--- src/rtl/hemd_div.sv ---
`timescale 1ns / 1ps
// Restoring divider, one quotient bit per cycle. The dividend is
// num * 2^SHIFT, so the fraction bits come out without a wide shift.
// It works through all NUM_BITS + SHIFT dividend bits and keeps the low Q_BITS quotient bits.
module hemd_div #(
    parameter int NUM_BITS = 64,
    parameter int DEN_BITS = 42,
    parameter int SHIFT    = 0,
    parameter int Q_BITS   = 64
) (
    input  logic                aclk,
    input  logic                aresetn,
    input  logic                start,
    input  logic [NUM_BITS-1:0] num,
    input  logic [DEN_BITS-1:0] den,
    output logic                busy,
    output logic [Q_BITS-1:0]   quot
);
    localparam int W        = NUM_BITS + SHIFT;
    localparam int CNT_BITS = $clog2(W + 1);

    logic [W-1:0]        dvd_reg;
    logic [DEN_BITS:0]   rem_reg;
    logic [DEN_BITS-1:0] den_reg;
    logic [Q_BITS-1:0]   q_reg;
    logic [CNT_BITS-1:0] cnt_reg;
    logic [DEN_BITS:0]   trial;

    // Dividend bits are fed MSB first, one per cycle, for all W bits.
    always_comb begin
        trial = {rem_reg[DEN_BITS-1:0], dvd_reg[W-1]};
    end

    always_ff @(posedge aclk) begin
        if (!aresetn) begin
            cnt_reg <= '0;
        end else if (start) begin
            cnt_reg <= CNT_BITS'(W);
        end else if (cnt_reg != '0) begin
            cnt_reg <= cnt_reg - 1'b1;
        end
    end

    always_ff @(posedge aclk) begin
        if (start) begin
            dvd_reg <= W'(num) << SHIFT;
            rem_reg <= '0;
            den_reg <= den;
            q_reg   <= '0;
        end else if (cnt_reg != '0) begin
            dvd_reg <= {dvd_reg[W-2:0], 1'b0};
            if (trial >= {1'b0, den_reg}) begin
                rem_reg <= trial - {1'b0, den_reg};
                q_reg   <= {q_reg[Q_BITS-2:0], 1'b1};
            end else begin
                rem_reg <= trial;
                q_reg   <= {q_reg[Q_BITS-2:0], 1'b0};
            end
        end
    end

    assign busy = (cnt_reg != '0);
    assign quot = q_reg;
endmodule

--- config.mk ---
export PLATFORM = sky130hd
export DESIGN_NAME = hemd_div
export DESIGN_NICKNAME = d
export VERILOG_FILES = /design/src/rtl/hemd_div.sv
export SDC_FILE = /design/constraint.sdc
export NUM_CORES = 1
export LEC_CHECK = 0
export BUFFER_PORTS_ARGS = -buffer_cell sky130_fd_sc_hd__buf_2
export CAP_MARGIN = 10
export CORE_UTILIZATION = 52
export CTS_CLUSTER_DIAMETER = 120
export DETAILED_ROUTE_END_ITERATION = 7
export HOLD_SLACK_MARGIN = 0.02
export PLACE_DENSITY = 0.77
export SLEW_MARGIN = 25
export SYNTH_ARGS = -nofsm -noshare
export SYNTH_HDL_FRONTEND = slang
export SYNTH_SLANG_ARGS = --single-unit
--- constraint.sdc ---
create_clock -name aclk -period 2.8 [get_ports aclk]
set_clock_uncertainty 0.05 [all_clocks]
set_input_delay 0.14 -clock aclk [delete_from_list [all_inputs] [get_ports aclk]]
set_output_delay 0.14 -clock aclk [all_outputs]
set_load 0.02 [all_outputs]
==> run metrics <==
R2R Path Start=dvd_reg[63]$_DFFE_PP_; most area-consuming cells after synthesis=edfxtp_1 (28%), dfxtp_1 (20%), nand2_1 (7.1%); FFs w/ async S/R, synth=0; hold_ws=0.263 ns; initial DRC count=629; grt met1 use=0.329; Post-synth EDFFs=106; largest net degree at the start of global routing=134; hold path startpoint=den[12]; Hold Path End=den_reg[12]$_DFFE_PP_; 1st-pass router iterations=5; routed vias/inst=5.55; max_slew headroom=0.453; first-pass GRT wire length=47300 um; vias in the first global route=9599; grt peak-use layer=met2; Syn Inst Count=1149; layout cells sized above 1=0.350; Crit path required time=3.17 ns; max_cap viols=0; FP Rows=53; Max Slew Vio Count=0; critical path endpoint category=flop; WP data arrival=3.34 ns; Global Route Usage Sum=0.266; DR WL/cell=17.5 um; largest buffer count on any clock path=3; RSZ-0062 raised after global routing=true; Die Span X=149 um; total CTS buffers=25; FF-to-FF setup slack=-0.17 ns; crit path time final=2.97 ns; Overall Power=16.1 mW; Cell Pwr Density=1020 nW/um2; FILL cells=1407; Synth Register Bits=219; root cell of the clock tree=clkbuf_16; CTS Sinks=219; highest net fanout along the worst path=3; Place WS=-0.284 ns; DRT Wirelength=31300 um; hold path depth=2; Critical-path top delay cell=edfxtp_1; Post-Syn Area per Cell=9.73 um2; Final Hold Fails=0; final instance area=15700 um2; DP Area=12800 um2; most frequent cells in the layout=nand2_1 (198), buf_2 (172), dfxtp_1 (112); Slew @ Worst Pin=0.821 ns; reg2reg path depth=13; clk_lat worst skew=0.54 ns; top_reg_cell synth=dfxtp_1; Starting Density=0.530; distinct cell type count after synthesis=72; fmax=337 MHz; kind of critical path=flop to flop; Non-Filler Instances=1786; FF/Latch Area=5450 um2; Final ANT Viol Nets=0; Area Overhead vs Synth=40.3%; synthesized cell area=11200 um2; met3 usage=0.0497; Core ar.=21100 um2; Final nets=1645; final setup violation count=22; failing checks=negative setup slack; Clock transition at path regs=0.07 ns; Setup WS post-layout=-0.171 ns; Placed Cells incl. Taps=1603; CTS tree=built; top-area cell type share of the netlist area=0.285; die area=22100 um2; initial antenna violation count=0; commonest non-fill, non-tap cell in the layout=nand2_1; FF-to-FF End=rem_reg[34]$_SDFFE_PP0P_; crit path launch type=flop; crit path cell chain=inv_1, ha_2, inv_2, fa_2, a21oi_4, o22ai_1, o21a_2, nand4b_1, a41oi_2, o21ai_2, a211o_1, a21oi_2, o21ai_1; Multi-input gate area=5820 um2; gpl congestion=0.902; status=finished with violations; synth warn=0; ant diodes=0; Port Buffers=173; met2 global-route usage=0.470; DRC Markers=0; critical path's largest stage delay=0.39 ns; sequential area share after synthesis=0.487; Static Leak=6.58 nW; syn_nets=1302; crit share post-route=1.06; detailed placement HPWL=18300 um; total grt overflow=0; Die Height=149 um; peak supply drop=0.000695 V; H-Tree Depth=1; I/O pin count=174; Synth area leader=edfxtp_1; worst hold path type=primary input to flop; DR vias=9914
==> cells by family (layout without fill, tap and decap cells) <==
logic type,count (synthesis),after routing,share of synthesized area
DFF,219,219,0.487
and+or+nand+nor,370,370,0.145
AOI/OAI and AO/OA,276,276,0.171
muxes,68,68,0.0679
adders and majority gates,44,44,0.0499
buffers and inverters,137,499,0.0510
xor gates and xnor gates,35,35,0.0274
==> per-layer routing <==
layer  up-vias  part of all wire
met5         -                 0
li1       4785                 -
met1      4721              0.41
met3        67             0.060
met4         0             0.028
met2       341              0.51
==> synthesized netlist by cell type (all sizes together) (3+ instances only) <==
cell type / number
nand2b: 4
nor2b: 7
nor3: 16
o21bai: 9
a32oi: 3
a21oi: 121
mux2: 63
dfxtp: 113
nor4: 4
o21ai: 25
xor2: 13
or3: 4
and4: 6
buf: 29
xnor2: 22
nand3: 19
ha: 43
o22ai: 3
or2: 4
nor2: 65
a311oi: 25
inv: 62
nand2: 213
and3: 8
mux2i: 5
o21a: 4
o211a: 3
nand4: 13
clkbuf: 45
o211ai: 3
a211oi: 14
and2: 3
a31oi: 13
edfxtp: 106
a21o: 31
==> power by group <==
group / switching, mW / leakage [nW] / internal (mW)
registers: 0.490 / 1.99 / 4.21
clock network: 1.39 / 0.419 / 2.03
logic: 4.31 / 4.17 / 3.63
==> metrics by stage <==
step,utilization,setup TNS (ns)
2_1_floorplan,-,-2.70
3_3_place_gp,0.605,-1.02
3_5_place_dp,0.605,-2.66
4_1_cts,0.705,0
5_1_grt,0.744,-5.50
6_report,0.744,-1.24
==> worst max-delay path by stage <==
| stage | from | end | cells past startpoint |
|---|---|---|---|
| 2_1_floorplan | cnt_reg[1]$_SDFFE_PP0P_ | dvd_reg[0]$_SDFFCE_PN0P_ | 9 |
| 3_3_place_gp | dvd_reg[63]$_DFFE_PP_ | rem_reg[34]$_SDFFE_PP0P_ | 13 |
| 3_5_place_dp | dvd_reg[63]$_DFFE_PP_ | rem_reg[34]$_SDFFE_PP0P_ | 13 |
| 4_1_cts | den_reg[20]$_DFFE_PP_ | rem_reg[41]$_SDFFE_PP0P_ | 11 |
| 5_1_grt | dvd_reg[63]$_DFFE_PP_ | rem_reg[34]$_SDFFE_PP0P_ | 13 |
| 6_report | dvd_reg[63]$_DFFE_PP_ | rem_reg[34]$_SDFFE_PP0P_ | 13 |
==> area by class of cell <==
cell class	instances	share of cell area
Tap cell	275	0.0219
Multi-Input combinational cell	793	0.371
Sequential cell	219	0.347
Clock inverter	15	0.0112
Timing Repair Buffer	390	0.189
Inverter	63	0.0155
Clock buffer	31	0.0439
==> timing repair <==
item                                    CTS  global route
gates cloned                              0             4
buffers inserted                          5            22
endpoints found under the setup margin   35            42
gates resized for setup                  20           116
hold buffers                            108             0
pin swaps                                16            67
hold endpoints to repair                130             0
==> worst max-delay path, delay by kind of cell, from the launching register on <==
kind                       cells  cell delay, ns
buffers and inverters          2            0.14
and+or+nand+nor                1            0.24
DFF                            1            0.39
adders and majority gates      2            0.57
AOI/OAI and AO/OA              8            1.46
(Power assumes the default switching activity.)
